`config.mk`:
```
export PLATFORM = sky130hd
export DESIGN_NAME = write_conflict_hazard_filter_core
export DESIGN_NICKNAME = d
export VERILOG_FILES = /design/src/hdl/wchf_pkg.sv /design/src/hdl/write_conflict_hazard_filter_core.sv
export SDC_FILE = /design/constraint.sdc
export NUM_CORES = 1
export LEC_CHECK = 0
export BUFFER_PORTS_ARGS = -buffer_cell sky130_fd_sc_hd__buf_2
export CAP_MARGIN = 20
export CORE_ASPECT_RATIO = 1.75
export CORE_UTILIZATION = 45
export CTS_CLUSTER_DIAMETER = 50
export CTS_CLUSTER_SIZE = 14
export DETAILED_ROUTE_END_ITERATION = 8
export PLACE_DENSITY = 0.6
export RECOVER_POWER = 50
export SETUP_SLACK_MARGIN = 0.1
export SYNTH_ARGS = -nofsm -noshare
export SYNTH_HDL_FRONTEND = slang
export SYNTH_SLANG_ARGS = --single-unit
```
`constraint.sdc`:
```
create_clock -name clk -period 4.7 [get_ports clk]
set_input_delay 0.235 -clock clk [delete_from_list [all_inputs] [get_ports clk]]
set_output_delay 0.235 -clock clk [all_outputs]
set_load 0.01 [all_outputs]
```
`src/hdl/wchf_pkg.sv`:
```
// Package: request/result types and opcode constants for the hazard filter.
`timescale 1ns / 1ps

package wchf_pkg;

  // Request kinds
  localparam logic [1:0] KIND_PUSH    = 2'd0;
  localparam logic [1:0] KIND_POP     = 2'd1;
  localparam logic [1:0] KIND_COMPARE = 2'd2;

  // Request opcodes that matter to the match
  localparam logic [3:0] OP_SET    = 4'd1;
  localparam logic [3:0] OP_DELETE = 4'd4;
  localparam logic [3:0] OP_FLUSH  = 4'd8;

  localparam int unsigned ADDR_W  = 32;
  localparam int unsigned OP_W    = 4;
  localparam int unsigned LEVEL_W = 7;

  typedef struct packed {
    logic [1:0]        kind;
    logic [ADDR_W-1:0] address;
    logic [OP_W-1:0]   operation;
    logic              entry_valid;
  } req_t;

  typedef struct packed {
    logic               done_res;
    logic               hazard;
    logic               is_full;
    logic [LEVEL_W-1:0] fill_level;
    logic               underflow;
  } rsp_t;

endpackage

```
`src/hdl/write_conflict_hazard_filter_core.sv`:
```
// Top level: circular queue of in-flight requests with a parallel hazard match.
//
//  channel   | ports                 | transfer when
//  ----------+-----------------------+-------------------------------
//  request   | start, busy, req      | start high and busy low at clk
//  result    | done, result          | done high at clk (one cycle)
//
// One request is taken every cycle; busy never rises.
// A result passes the input register, then match/update logic into the
// result register.
// The 32-bit compare per slot and the OR over all slots set the stage depth.
// rst (synchronous) clears the valid marks, pointers, level and strobes.
// The result side cannot stall; each result is shown for exactly one cycle.
`timescale 1ns / 1ps

module write_conflict_hazard_filter_core
  import wchf_pkg::*;
#(
  parameter int unsigned ENTRIES = 8
) (
  input  logic clk,
  input  logic rst,
  input  logic start,
  output logic busy,
  input  req_t req,
  output logic done,
  output rsp_t result
);

  localparam int unsigned PTR_W = (ENTRIES > 1) ? $clog2(ENTRIES) : 1;
  localparam int unsigned OCC_W = $clog2(ENTRIES + 1);
  localparam logic [PTR_W-1:0] PTR_LAST = PTR_W'(ENTRIES - 1);
  localparam logic [OCC_W-1:0] OCC_FULL = OCC_W'(ENTRIES);

  // Input register
  logic in_valid;
  req_t in_req;

  // Queue state
  logic [ADDR_W-1:0]  slot_address   [ENTRIES];
  logic [OP_W-1:0]    slot_operation [ENTRIES];
  logic [ENTRIES-1:0] slot_valid;
  logic [PTR_W-1:0]   write_pointer;
  logic [PTR_W-1:0]   read_pointer;
  logic [OCC_W-1:0]   occupancy;

  logic [OCC_W-1:0]   occupancy_next;
  logic [ENTRIES-1:0] slot_hit;
  logic               push_ok;
  logic               pop_ok;
  logic               pop_empty;
  logic               is_compare;
  rsp_t               result_next;

  assign busy = 1'b0;

  // Capture the request
  always_ff @(posedge clk) begin
    if (rst) begin
      in_valid <= 1'b0;
    end else begin
      in_valid <= start & ~busy;
    end
    in_req <= req;
  end

  // Decode the registered request against the queue state
  always_comb begin
    push_ok    = (in_req.kind == KIND_PUSH) && (occupancy != OCC_FULL);
    pop_ok     = (in_req.kind == KIND_POP) && (occupancy != '0);
    pop_empty  = (in_req.kind == KIND_POP) && (occupancy == '0);
    is_compare = (in_req.kind == KIND_COMPARE);
  end

  // Parallel match over every slot
  always_comb begin
    for (int i = 0; i < ENTRIES; i++) begin
      slot_hit[i] = slot_valid[i] &&
                    ((slot_operation[i] == OP_FLUSH) ||
                     ((slot_address[i] == in_req.address) &&
                      ((slot_operation[i] == OP_SET) ||
                       (slot_operation[i] == OP_DELETE))));
    end
  end

  // Level after this step and the result word
  always_comb begin
    occupancy_next = occupancy;
    if (push_ok) begin
      occupancy_next = occupancy + OCC_W'(1);
    end else if (pop_ok) begin
      occupancy_next = occupancy - OCC_W'(1);
    end
    result_next.done_res   = push_ok | pop_ok | is_compare;
    result_next.hazard     = is_compare & (|slot_hit);
    result_next.is_full    = (occupancy_next == OCC_FULL);
    result_next.fill_level = LEVEL_W'(occupancy_next);
    result_next.underflow  = pop_empty;
  end

  // Control state: pointers, level, valid marks
  always_ff @(posedge clk) begin
    if (rst) begin
      write_pointer <= '0;
      read_pointer  <= '0;
      occupancy     <= '0;
      slot_valid    <= '0;
    end else if (in_valid) begin
      occupancy <= occupancy_next;
      if (push_ok) begin
        slot_valid[write_pointer] <= in_req.entry_valid;
        write_pointer <= (write_pointer == PTR_LAST) ? '0 : write_pointer + PTR_W'(1);
      end else if (pop_ok) begin
        slot_valid[read_pointer] <= 1'b0;
        read_pointer <= (read_pointer == PTR_LAST) ? '0 : read_pointer + PTR_W'(1);
      end
    end
  end

  // Slot payload; only read where the valid mark is set
  always_ff @(posedge clk) begin
    if (in_valid && push_ok) begin
      slot_address[write_pointer]   <= in_req.address;
      slot_operation[write_pointer] <= in_req.operation;
    end else if (in_valid && pop_ok) begin
      slot_address[read_pointer] <= '0;
    end
  end

  // Result register and strobe
  always_ff @(posedge clk) begin
    if (rst) begin
      done <= 1'b0;
    end else begin
      done <= in_valid;
    end
    result <= result_next;
  end

endmodule

```
Yosys cells after proc, flatten, opt, wreduce, memory -nomap -nowiden

Memories as Yosys holds them, arrays and structs flattened.
Cells that the tools add are included.

Register bits after elaboration: 67
RAM bits: 288
Input bits: 42
Output and inout bits: 13
Memories kept: 2

Add/subtract/negate cells: 4
$lt $le $gt $ge: 4
Eq/ne operators: 38
Muxes and demuxes: 19
Bitwise operators: 6
Reductions and logical operators: 48

Memory list:

| name           | depth | bits a word | read ports | clocked after Yosys merged registers in | write ports | line                                    | text |
|---|---|---|---|---|---|---|---|
| slot_address   | 8     | 32          | 8          | 0                                       | 1           | write_conflict_hazard_filter_core.sv:40 | `logic [ADDR_W-1:0] slot_address [ENTRIES];` |
| slot_operation | 8     | 4           | 8          | 0                                       | 1           | write_conflict_hazard_filter_core.sv:41 | `logic [OP_W-1:0] slot_operation [ENTRIES];` |

Operator list:

| kind                                                               | number |
|---|---|
| == test 32 bit                                                     | 8 |
| == test 4 bit (second input constant)                              | 9 |
| == test 4 x 1 -> 1 bit (second input constant)                     | 8 |
| == test 4 x 3 -> 1 bit (second input constant)                     | 8 |
| 2-to-1 mux 32 bit                                                  | 1 |
| OR reduction 32 bit                                                | 1 |
| logical AND 1 bit                                                  | 23 |
| logical OR 1 bit                                                   | 16 |
| 2-to-1 mux 8 bit                                                   | 2 |
| 2-to-1 mux 3 bit                                                   | 3 |
| bitwise AND 8 bit                                                  | 1 |
| bitwise mux 8 bit                                                  | 1 |
| < comparator 3 x 4 -> 1 bit (second input constant)                | 2 |
| 2-to-1 mux 1 bit                                                   | 8 |
| 2-to-1 mux 4 bit                                                   | 2 |
| inverter 8 bit                                                     | 1 |
| OR reduction 8 bit                                                 | 1 |
| adder 3 x 1 -> 3 bit (second input constant)                       | 2 |
| demux 1 bit (select 3 bit)                                         | 2 |
| == test 3 bit (second input constant)                              | 2 |
| greater-or-equal comparator 3 x 1 -> 1 bit (second input constant) | 2 |
| adder 4 x 1 -> 4 bit (second input constant)                       | 1 |
| zero test 4 bit                                                    | 1 |
| inequality test 4 bit (second input constant)                      | 1 |
| 11 further kinds                                                   | 13 |

Longest topological paths before layout

Gate-level depths: netlist of run 1.

Depth after elaboration: 8
Mapped depth: 9

Worst setup path after synthesis of run 1

No wires, ideal clock.

Path type: reg-to-reg
From: reg occupancy[1]
To: mem slot_address[0][0], enable pin
Data arrival time: 3.217 ns
Path slack: 1.062 ns
Cell stages (with the launch flop): 8
Period minus slack after synthesis: 3.638 ns
Cells stage by stage: dfxtp_1 > inv_1 > ha_1 > nor2b_4 > a211oi_4 > mux2i_2 > nand3_2 > nor2_1

Word-level cells in the longest chain between the ends: 8

RTL lines:

| what                                                                  | line                                     | text |
|---|---|---|
| start, declared                                                       | write_conflict_hazard_filter_core.sv:45  | `logic [OCC_W-1:0] occupancy;` |
| start signal, assigned                                                | write_conflict_hazard_filter_core.sv:109 | `occupancy <= occupancy_next;` |
| nonzero test 4 bit                                                    | write_conflict_hazard_filter_core.sv:70  | `pop_ok = (in_req.kind == KIND_POP) && (occupancy != '0);` |
| logical AND 1 bit                                                     | write_conflict_hazard_filter_core.sv:70  |  |
| logical AND 1 bit                                                     | write_conflict_hazard_filter_core.sv:125 | `end else if (in_valid && pop_ok) begin` |
| 2-to-1 mux 1 bit                                                      | write_conflict_hazard_filter_core.sv:125 |  |
| 2-to-1 mux 1 bit                                                      | write_conflict_hazard_filter_core.sv:122 | `if (in_valid && push_ok) begin` |
| 2-to-1 mux 1 bit (not written as such)                                | write_conflict_hazard_filter_core.sv:126 | `slot_address[read_pointer] <= '0;` |
| OR reduction 32 bit (no line)                                         | -                                        |  |
| 2-to-1 mux 3 bit (no line) / 2-to-1 mux 1 bit (equally long branches) | -                                        |  |
| end, declared                                                         | write_conflict_hazard_filter_core.sv:40  |  |

Parallel ways exist; a longest one is shown, timed or not.

Final worst setup path of run 1

From: reg occupancy[1]
To: mem slot_address[0][2], enable pin

The elaborated chain is that of the path after synthesis.

==> results of run 1 <==
worst max-delay path, delay by kind of cell, from the launching register on:
kind	cells	cell delay, ns
compound gates	1	0.43
fa+ha+maj	1	0.24
buf+inv	2	0.37
flops	1	0.45
mux	1	0.65
simple gates	3	1.31
per-stage QoR:
step | hold WS [ns] | total power (uW)
after floorplan | 0.2627 | 3733
after global placement | 0.3366 | 3867
after detailed placement | 0.3386 | 3869
after CTS | 0.04585 | 6251
after global routing | 0.08216 | 6382
final | 0.05822 | 6208
placed cells by master, fill, tap and decap left out, drive strengths merged, types with 2 or more instances in the layout:
cell,instances
a211oi,2
a21oi,15
a31oi,3
and4,2
buf,55
clkbuf,60
clkinv,2
conb,4
dfxtp,67
dlygate4sd3,40
edfxtp,288
ha,6
inv,9
mux2i,10
nand2,12
nand2b,12
nand3,11
nand4,57
nand4b,5
nor2,30
nor2b,38
nor3,15
nor3b,2
nor4,27
nor4b,10
o21ai,6
xnor2,185
xor2,84
Yosys cell counts, types with 12 or more instances:
cell	number	share of area [%]
nor3_1	12	0.42
xor2_1	84	5.1
nor2b_1	37	1.6
nand4_1	57	2.5
edfxtp_1	288	60
nand2_1	12	0.31
xnor2_1	185	11
nor4_1	27	1.2
a21oi_1	15	0.52
buf_2	35	1.2
nor2_1	30	0.78
dfxtp_1	67	9.3
flip-flops by register name, summed over array words and instances, names as in the netlist:
signal and cells:
in_req 39, read_pointer 3, write_pointer 3, slot_operation 32
result 8, occupancy 4, slot_valid 8, done 1
slot_address 256, in_valid 1
report_power, final:
part,switching (uW),internal (uW)
clock network,1130,1260
logic,168,128
registers,86.9,3430
total,1380,4830
cell type report:
type	count	area, um^2	share of cell area, %
inverter	7	26.28	0.1611
multi-input combinational	545	4140	25.39
sequential	355	9990	61.25
clock inverter	5	67.56	0.4143
tap	396	495.5	3.038
clock buffer	51	833.3	5.109
timing repair buffer	104	757.0	4.641
layer usage:
| layer | wire [um] | global-route usage [%] | up-vias |
|---|---|---|---|
| li1 | - | - | 3603 |
| met3 | 1240 | 2.231 | 66 |
| met1 | 13920 | 27.91 | 3996 |
| met4 | 1934 | 12.05 | 0 |
| met2 | 20950 | 45.26 | 186 |
| met5 | 0 | 0 | - |
kinds of logic after synthesis:
logic type | Yosys count | synth area share, %
multiplexers | 10 | 0.7228
buffers and inverters | 57 | 1.977
flip-flops | 355 | 69.53
adder cells (fa/ha/maj) | 6 | 0.5225
XOR/XNOR | 269 | 16.40
other | 1 | 0.02610
AND/OR/NAND/NOR | 224 | 9.397
AO/OA/AOI/OAI | 32 | 1.428
path summary, 6_finish.rpt:
check | start | to | slack (ns) | cells past startpoint
max | occupancy[1] | slot_address[0][2] | 0.98 | 8
min | rst | write_pointer[0] | 0.06 | 2
max reg2reg | occupancy[1] | slot_address[0][2] | 0.98 | 8
min reg2reg | slot_valid[7] | slot_valid[7] | 0.51 | 2
what timing repair did:
item | CTS | global route
hold endpoints to repair | 40 | 0
gates resized for setup | 0 | 0
hold buffers | 40 | 0
==> PnR_summary.wiki, run 1 <==
{| class="wikitable"
! Metric !! Value
|-
| Overall via count from detail_route || ~8000
|-
| Maximum clock frequency || 269.0 MHz
|-
| RePlAce Congestion || 0.8626
|-
| Drt wl/cell || about 26 um
|-
| Crit path cell chain || inv_1 -> ha_1 -> nor2b_1 -> a211oi_1 -> mux2i_2 -> nand3_2 -> nor2_4 -> buf_4
|-
| CP Capture Type || register
|-
| Total power density per cell area || ~380 mW/mm^2
|-
| Clock tree skew after final layout || between 0.03 and 0.04 ns
|-
| Count of mapped cells out of synthesis || between 900 and 1000
|-
| Outcome || finished clean
|-
| Antenna violations before repair || 0
|-
| Transition time at the pin with the least slew margin || around 1.1 ns
|-
| Leakage Power || approximately 0.0052 uW
|-
| Count of warnings emitted by yosys || 0
|-
| Ratio of routed vias to standard cells || about 5.4
|-
| Summed negative setup slack over all endpoints || 0 ns
|-
| Remaining global-route overflow || 0
|-
| Setup repair bufs after CTS || 0
|-
| Number of remaining DRC errors || 0
|-
| Final critical-path setup slack || roughly 0.98 ns
|-
| Register area share after synthesis || a little over two thirds
|-
| First-pass iteration count of the detailed router || 7
|-
| Clock tree from TritonCTS || yes
|-
| Number of buffers on the longest clock path || 3
|-
| Peak fanout along the critical path || 22
|-
| Slew HR || 29.03%
|-
| Count of maximum capacitance violations || 0
|-
| Clock insertion delay at the later pin of the skew report || 0.59 ns
|-
| Critical path data arrival time || 4.02 ns
|-
| Root buffer cell || clkbuf_16
|-
| Category of the worst setup path launch point || register
|-
| Net total in the final layout || 1091
|-
| Count of different cell masters after synthesis || 47
|-
| Number of fill cells || between 2000 and 3000
|-
| Non-filler instance count after layout || roughly 1500
|-
| Top Ports || between 50 and 60
|-
| Port buffer count || 50
|-
| Via count of the first global-routing pass || a little under 8000
|-
| Min-Delay Path Class || in2reg
|-
| Layout overhead on the synthesized area || 13.52%
|-
| Initial Utilization || between 40% and 50%
|-
| GRT Util Overall || between 20% and 30%
|-
| Final setup viols || 0
|-
| Unrepaired setup endpoints after global routing || false
|-
| Minimum period implied by the final worst setup slack || ~3.7 ns
|-
| Netlist area before placement || 0.01437 mm^2
|-
| Wire length of the first global-routing pass || about 56 mm
|-
| Clock sink count || roughly 360
|-
| Top FF cell, synth || edfxtp_1
|-
| Vert. Die Dim || 238.4 um
|-
| Pin count of the biggest net entering global routing || 40
|-
| Required @ worst endpoint || 5.00 ns
|-
| Post-route cell area || 0.01631 mm^2
|-
| Number of enable-type register cells in the synthesized netlist || 288
|-
| Fraction of layout cells with a size suffix above 1 || 9.560%
|-
| Slew Limit Fails || 0
|-
| Number of synthesized register bits || between 300 and 400
|-
| Type of the worst setup path || reg2reg
|-
| Critical path's slowest cell || nor2_4
|-
| Placeable core region || about 0.031 mm^2
|-
| Number of antenna cells inserted || 0
|-
| Average footprint of a synthesized cell || ~15 um^2
|-
| Highest cell delay on the worst timing path || approximately 0.73 ns
|-
| Cell area reported after detailed placement || 0.01504 mm^2
|-
| Number of placement rows || 86
|-
| Number of placed cells counting well taps || ~1400
|-
| Die width || about 140 um
|-
| Final period utilization || 79.09%
|-
| Worst IR drop on VDD || between 0.3 and 0.4 mV
|-
| Max H-tree Level || 1
|-
| Async set or reset register ratio after synthesis || 0%
|-
| Post-route ant nets || 0
|-
| DPL Wire Length || roughly 27 mm
|-
| Violation count after the first detailed-routing iteration || between 600 and 700
|-
| Worst slack at placement || 1.167 ns
|-
| Final standard cell utilization of the core || roughly 52%
|-
| Area enclosed by the die boundary || 0.03267 mm^2
|-
| Post-CTS clock slew at the launch and capture registers of the worst setup and hold paths || roughly 0.070 ns
|-
| TritonCTS Buffers || 30
|-
| Final wirelength || roughly 38 mm
|-
| Final-report hold violation count || 0
|}
Note: power is estimated with default switching activity, not from simulation.
==> run 2, diff against run 1 <==
- PLACE_DENSITY: 0.6 -> 0.62
- clock period: 4.7 -> 3.4 ns (I/O delays scaled with it)
==> PnR_summary.wiki, run 2 (same netlist as run 1, synthesis figures left out) <==
{| class="wikitable"
! Metric !! Value
|-
| Post-route ant nets || 0
|-
| Number of antenna cells inserted || 0
|-
| Worst R2R End || slot_valid[3]
|-
| Vert. Die Dim || 238.4 um
|-
| Final wirelength || between 30 and 40 mm
|-
| Placeable core region || 0.03142 mm^2
|-
| GRT Util Overall || 24.57%
|-
| Summed negative setup slack over all endpoints || 0 ns
|-
| Max H-tree Level || 1
|-
| Top flop regs || slot_address (256), in_req (39), slot_operation (32)
|-
| Final standard cell utilization of the core || between 50% and 60%
|-
| Leakage Power || 0.005310 uW
|-
| Worst R2R Path Depth || 10
|-
| Worst IR drop on VDD || 0.4034 mV
|-
| Critical path data arrival time || roughly 3.6 ns
|-
| Clock network power share || a little under two fifths
|-
| Category of the worst setup path launch point || register
|-
| Internal portion of total power || around 6700 uW
|-
| Top Ports || 55
|-
| WHS || 0.008665 ns
|-
| Flop2flop setup slack || about 0.35 ns
|-
| Switching portion of total power || ~22%
|-
| RePlAce Congestion || around 0.86
|-
| Count of maximum capacitance violations || 0
|-
| Peak fanout along the critical path || 33
|-
| Clock sink count || around 360
|-
| Reg power frac || 56.6%
|-
| Multi-input logic area || 0.004160 mm^2
|-
| TritonCTS Buffers || 31
|-
| Fraction of layout cells with a size suffix above 1 || 11.23%
|-
| Number of placement rows || 86
|-
| Unrepaired setup endpoints after global routing || false
|-
| Power spent charging and discharging nets || 1915 uW
|-
| Highest cell delay on the worst timing path || approximately 0.54 ns
|-
| Final-report hold violation count || 0
|-
| Startpoint of the most critical register-to-register path || occupancy[1]
|-
| Number of fill cells || around 2600
|-
| Highest-count cells in the layout ignoring fill and taps || edfxtp_1, xnor2_1, xor2_1
|-
| Most used cell, CP || buf_4
|-
| Violation count after the first detailed-routing iteration || about 510
|-
| Min-Delay Path Class || in2reg
|-
| Clock tree skew after final layout || roughly 0.014 ns
|-
| Transition time at the pin with the least slew margin || approximately 1 ns
|-
| Drt wl/cell || about 26 um
|-
| First-pass iteration count of the detailed router || 5
|-
| Crit path cell chain || inv_1 -> ha_1 -> nor2b_4 -> a211oi_4 -> buf_4 -> mux2i_1 -> nor3_4 -> buf_4 -> nand2b_1 -> a21oi_1
|-
| Hold path endpoint || read_pointer[1]
|-
| Final period utilization || between 80% and 90%
|-
| Pin count of the biggest net entering global routing || 34
|-
| Final setup viols || 0
|-
| Commonest non-fill, non-tap cell in the layout || edfxtp_1
|-
| Root buffer cell || clkbuf_16
|-
| Antenna violations before repair || 0
|-
| Setup repair bufs after CTS || 0
|-
| Type of the worst setup path || reg2reg
|-
| Port buffer count || 50
|-
| Number of resized instances in the post-cts repair step || 0
|-
| Register with the most flip-flops || slot_address
|-
| CP Capture Type || register
|-
| Ratio of routed vias to standard cells || 5.343
|-
| Required @ worst endpoint || about 3.9 ns
|-
| Post-route cell area || 0.01650 mm^2
|-
| Clock tree from TritonCTS || yes
|-
| Die width || ~140 um
|-
| Layout overhead on the synthesized area || 14.83%
|-
| Critical path's slowest cell || mux2i_1
|-
| Overall via count from detail_route || around 8000
|-
| Net total in the final layout || 1120
|-
| Minimum period implied by the final worst setup slack || between 3 and 4 ns
|-
| Worst hold path startpoint || rst
|-
| Post-CTS clock slew at the launch and capture registers of the worst setup and hold paths || roughly 0.07 ns
|-
| Total power density per cell area || ~520 mW/mm^2
|-
| Cell area reported after detailed placement || 0.01525 mm^2
|-
| Hold buffer count at CTS || 40
|-
| Outcome || finished clean
|-
| Remaining global-route overflow || 0
|-
| Area enclosed by the die boundary || 0.03267 mm^2
|-
| Number of buffers on the longest clock path || 3
|-
| Slew HR || between 30% and 40%
|-
| Max reg flops || between 200 and 300
|-
| DPL Wire Length || 26.84 mm
|-
| Initial Utilization || a little under half
|-
| Wire length of the first global-routing pass || between 50 and 60 mm
|-
| Via count of the first global-routing pass || approximately 8100
|-
| Maximum clock frequency || approximately 330 MHz
|-
| Storage element area || 0.009990 mm^2
|-
| Share of total power in combinational logic || under 10%
|-
| Slew Limit Fails || 0
|-
| Number of remaining DRC errors || 0
|-
| Clock insertion delay at the later pin of the skew report || about 0.57 ns
|-
| Worst Hold Path Cells || 2
|}
[run 2: per-stage QoR]
stage / power (uW) / setup slack [ns] / instances
after global placement: 5374 / 0.4201 / 1395
after global routing: 8796 / 0.1361 / 1491
after floorplan: 5160 / -0.2381 / 957
after CTS: 8627 / 0.3345 / 1491
after detailed placement: 5377 / 0.3459 / 1395
final: 8570 / 0.3451 / 1491
[run 2: worst max-delay path: cells and delay by family (launching register included)]
kind | cells | cell delay [ns]
mux | 1 | 0.54
buf+inv | 3 | 0.75
flops | 1 | 0.44
simple gates | 3 | 0.43
compound gates | 2 | 0.56
fa+ha+maj | 1 | 0.24
[run 2: layout make-up]
class                      instances  area share (%)
clock buffer                      51           5.157
clock inverter                     5          0.2806
inverter                           7          0.1593
multi-input combinational        545           25.22
sequential                       355           60.55
tap                              396           3.003
timing repair buffer             132           5.635
[run 2: worst max path at each step]
stage | startpoint | endpoint | slack (ns) | depth (start not counted)
6_report | occupancy[1] | slot_valid[3] | 0.35 | 10
2_1_floorplan | occupancy[1] | slot_address[0][0] | -0.24 | 7
4_1_cts | occupancy[1] | slot_valid[3] | 0.33 | 10
3_5_place_dp | occupancy[1] | slot_valid[3] | 0.35 | 10
3_3_place_gp | occupancy[1] | slot_valid[3] | 0.42 | 10
5_1_grt | occupancy[1] | slot_valid[3] | 0.14 | 10
[run 2: power groups by stage]
stage | combinational (uW) | sequential (uW) | clock [uW]
finish | 451 | 4850 | 3270
floorplan | 301 | 4860 | 0
detailed placement | 427 | 4950 | 0
global placement | 424 | 4950 | 0
CTS | 465 | 4850 | 3310
global route | 483 | 4860 | 3460
[run 2: per-layer routing]
metal / routed length [um] / part of all wire, % / GRT usage, % / vias up
met4: 1577 / 4.1 / 11.19 / 0
li1: - / - / - / 3671
met3: 1290 / 3.4 / 2.294 / 64
met5: 0 / 0 / 0 / -
met1: 13390 / 35 / 26.07 / 4019
met2: 22030 / 58 / 47.54 / 212
==> run 3, diff against run 2 <==
- ABC_AREA: unset -> 1
- CORE_UTILIZATION: 45 -> 50
- CTS_BUF_LIST: unset -> sky130_fd_sc_hd__clkbuf_4 sky130_fd_sc_hd__clkbuf_8 sky130_fd_sc_hd__clkbuf_16
- PLACE_DENSITY: 0.62 -> 0.68
==> PnR_summary.wiki, run 3 <==
{| class="wikitable"
! Metric !! Value
|-
| Outcome || finished clean
|-
| Required @ worst endpoint || ~3.6 ns
|-
| Worst slack at placement || roughly 0.61 ns
|-
| Largest cells by area after synthesis || edfxtp_1, nand2_1, dfxtp_1
|-
| Placeable core region || about 0.030 mm^2
|-
| Via count of the first global-routing pass || about 10000
|-
| RePlAce Congestion || approximately 0.92
|-
| Max H-tree Level || 1
|-
| Setup repair bufs after CTS || 0
|-
| Top Ports || 55
|-
| Overall via count from detail_route || just over 10000
|-
| Pin count of the biggest net entering global routing || 37
|-
| Net total in the final layout || between 1500 and 2000
|-
| Critical Path End || slot_address[2][2]
|-
| Ratio of routed vias to standard cells || 5.078
|-
| Initial Utilization || around 51%
|-
| Type of the worst setup path || reg2reg
|-
| Critical path data arrival time || between 3 and 4 ns
|-
| Final period utilization || roughly 87%
|-
| Clock sink count || between 300 and 400
|-
| Number of placement rows || 84
|-
| GRT Util Overall || 24.33%
|-
| Clock tree from TritonCTS || yes
|-
| Beginning of the critical path || occupancy[0]
|-
| Maximum clock frequency || roughly 340 MHz
|-
| Netlist area before placement || 0.01548 mm^2
|-
| Violation count after the first detailed-routing iteration || between 600 and 700
|-
| Port buffer count || 50
|-
| Number of buffers on the longest clock path || 3
|-
| Async set or reset register ratio after synthesis || 0%
|-
| Slew HR || between 20% and 30%
|-
| Summed negative setup slack over all endpoints || 0 ns
|-
| Commonest non-fill, non-tap cell in the layout || nand2_1
|-
| Worst R2R Path Depth || 12
|-
| Die width || about 140 um
|-
| Slew Limit Fails || 0
|-
| CP Capture Type || register
|-
| Count of different cell masters after synthesis || 36
|-
| Post-CTS clock slew at the launch and capture registers of the worst setup and hold paths || around 0.07 ns
|-
| Fraction of post-synthesis cell area in the top cell type by area || around 56%
|-
| Leakage Power || between 0.007 and 0.008 uW
|-
| Number of resized instances in the post-cts repair step || 0
|-
| Top flop regs || slot_address (256), in_req (39), slot_operation (32)
|-
| Wire length of the first global-routing pass || between 50 and 60 mm
|-
| Number of synthesized register bits || roughly 360
|-
| Total power density per cell area || just under 500 mW/mm^2
|-
| Top FF cell, synth || edfxtp_1
|-
| Transition time at the pin with the least slew margin || about 1.1 ns
|-
| Count of warnings emitted by yosys || 0
|-
| Minimum period implied by the final worst setup slack || a little under 3 ns
|-
| Fraction of layout cells with a size suffix above 1 || 8.878%
|-
| Average footprint of a synthesized cell || about 10 um^2
|-
| Layout overhead on the synthesized area || 12.68%
|-
| Vert. Die Dim || 234.8 um
|-
| Register area share after synthesis || between 60% and 70%
|-
| Min-Delay Path Class || in2reg
|-
| Dominant cell by count in the synthesized netlist || nand2_1
|-
| Peak fanout along the critical path || 32
|-
| Most area-hungry cell type in the Yosys netlist || edfxtp_1
|-
| Clock insertion delay at the later pin of the skew report || between 0.5 and 0.6 ns
|-
| Drt wl/cell || 18.75 um
|-
| Worst IR drop on VDD || 0.4411 mV
|-
| Remaining global-route overflow || 0
|-
| Number of remaining DRC errors || 0
|-
| Root buffer cell || clkbuf_16
|-
| Count of maximum capacitance violations || 0
|-
| Count of mapped cells out of synthesis || 1509
|-
| First-pass iteration count of the detailed router || 5
|-
| Clock tree skew after final layout || ~0.011 ns
|-
| Antenna violations before repair || 0
|-
| DPL Wire Length || ~26 mm
|-
| TritonCTS Buffers || 30
|-
| Number of placed cells counting well taps || approximately 1900
|-
| Unrepaired setup endpoints after global routing || false
|-
| Flop2flop setup slack || 0.46 ns
|-
| Highest-count cells in the layout ignoring fill and taps || nand2_1, edfxtp_1, inv_1
|-
| Final critical-path setup slack || 0.4562 ns
|-
| Synth top cells by count || nand2_1, edfxtp_1, inv_1
|-
| Final-report hold violation count || 0
|-
| Worst R2R End || slot_address[2][2]
|-
| Number of fill cells || about 2600
|-
| Startpoint of the most critical register-to-register path || occupancy[0]
|-
| Number of enable-type register cells in the synthesized netlist || around 290
|-
| Hold buffer count at CTS || 42
|-
| Non-filler instance count after layout || around 2000
|-
| Max reg flops || roughly 260
|-
| Register with the most flip-flops || slot_address
|-
| Final wirelength || roughly 38 mm
|-
| Category of the worst setup path launch point || register
|-
| Number of antenna cells inserted || 0
|-
| Final setup viols || 0
|-
| Post-route ant nets || 0
|-
| Area enclosed by the die boundary || around 0.032 mm^2
|}
run 3: layout make-up:
type                            count  area, um^2  share of cell area, %
Tap cell                          387       484.2                  2.776
Timing Repair Buffer              101       782.0                  4.483
Inverter                          208       783.3                  4.490
Clock buffer                       49       917.1                  5.257
Multi-Input combinational cell    905        4457                  25.55
Sequential cell                   355        9990                  57.26
Clock inverter                      4       32.53                 0.1865
run 3: worst max-delay path: stages, from the launching register on:
cell	delay, ns
dfxtp_1	0.38
inv_1	0.10
ha_1	0.22
inv_1	0.08
nor3_1	0.04
inv_1	0.08
nand2_1	0.20
nor2_8	0.25
nand2_1	0.09
o21ai_1	0.10
nand2_1	0.33
nor2_4	0.19
buf_4	0.47
run 3: cell families after synthesis:
kind of cell               synth area share [%]
adders and majority gates                0.4849
AOI/OAI and AO/OA                         3.718
xor gates and xnor gates                  5.940
and+or+nand+nor                           18.24
other                                   0.02422
buffers and inverters                     7.071
DFF                                       64.52
run 3: per-layer routing:
layer | part of all wire (%) | vias to the layer above | global-route usage, % | wire length [um]
met3 | 3.5 | 94 | 2.093 | 1330
li1 | - | 5023 | - | -
met4 | 5.6 | 0 | 13.59 | 2098
met2 | 56 | 275 | 46.49 | 21010
met5 | 0 | - | 0 | 0
met1 | 35 | 4809 | 25.53 | 13240
run 3: report_power, final:
group	internal [uW]	total (uW)	switching (uW)
Sequential	4760	4850	89.4
Combinational	175	471	296
Clock	1850	3330	1490
Total	6780	8660	1870
run 3: worst min-delay path by stage:
| stage | from | end | slack [ns] | depth (start not counted) |
|---|---|---|---|---|
| detailed placement | req[20] | in_req[20] | 0.27 | 1 |
| CTS | req[22] | in_req[22] | 0.21 | 2 |
| global placement | req[14] | in_req[14] | 0.27 | 1 |
| finish | req[34] | in_req[34] | 0.24 | 2 |
| floorplan | req[0] | in_req[0] | 0.20 | 0 |
| global route | req[20] | in_req[20] | 0.23 | 2 |
run 3: stage by stage:
stage                     total power [uW]  hold slack (ns)  util [%]  area (um^2)
after floorplan                       5233           0.1977         -        15490
after global placement                5377           0.2717     53.21        16110
after detailed placement              5387           0.2736     53.21        16110
after CTS                             8713           0.2140     57.74        17480
after global routing                  8925           0.2271     57.63        17450
final                                 8655           0.2377     57.63        17450
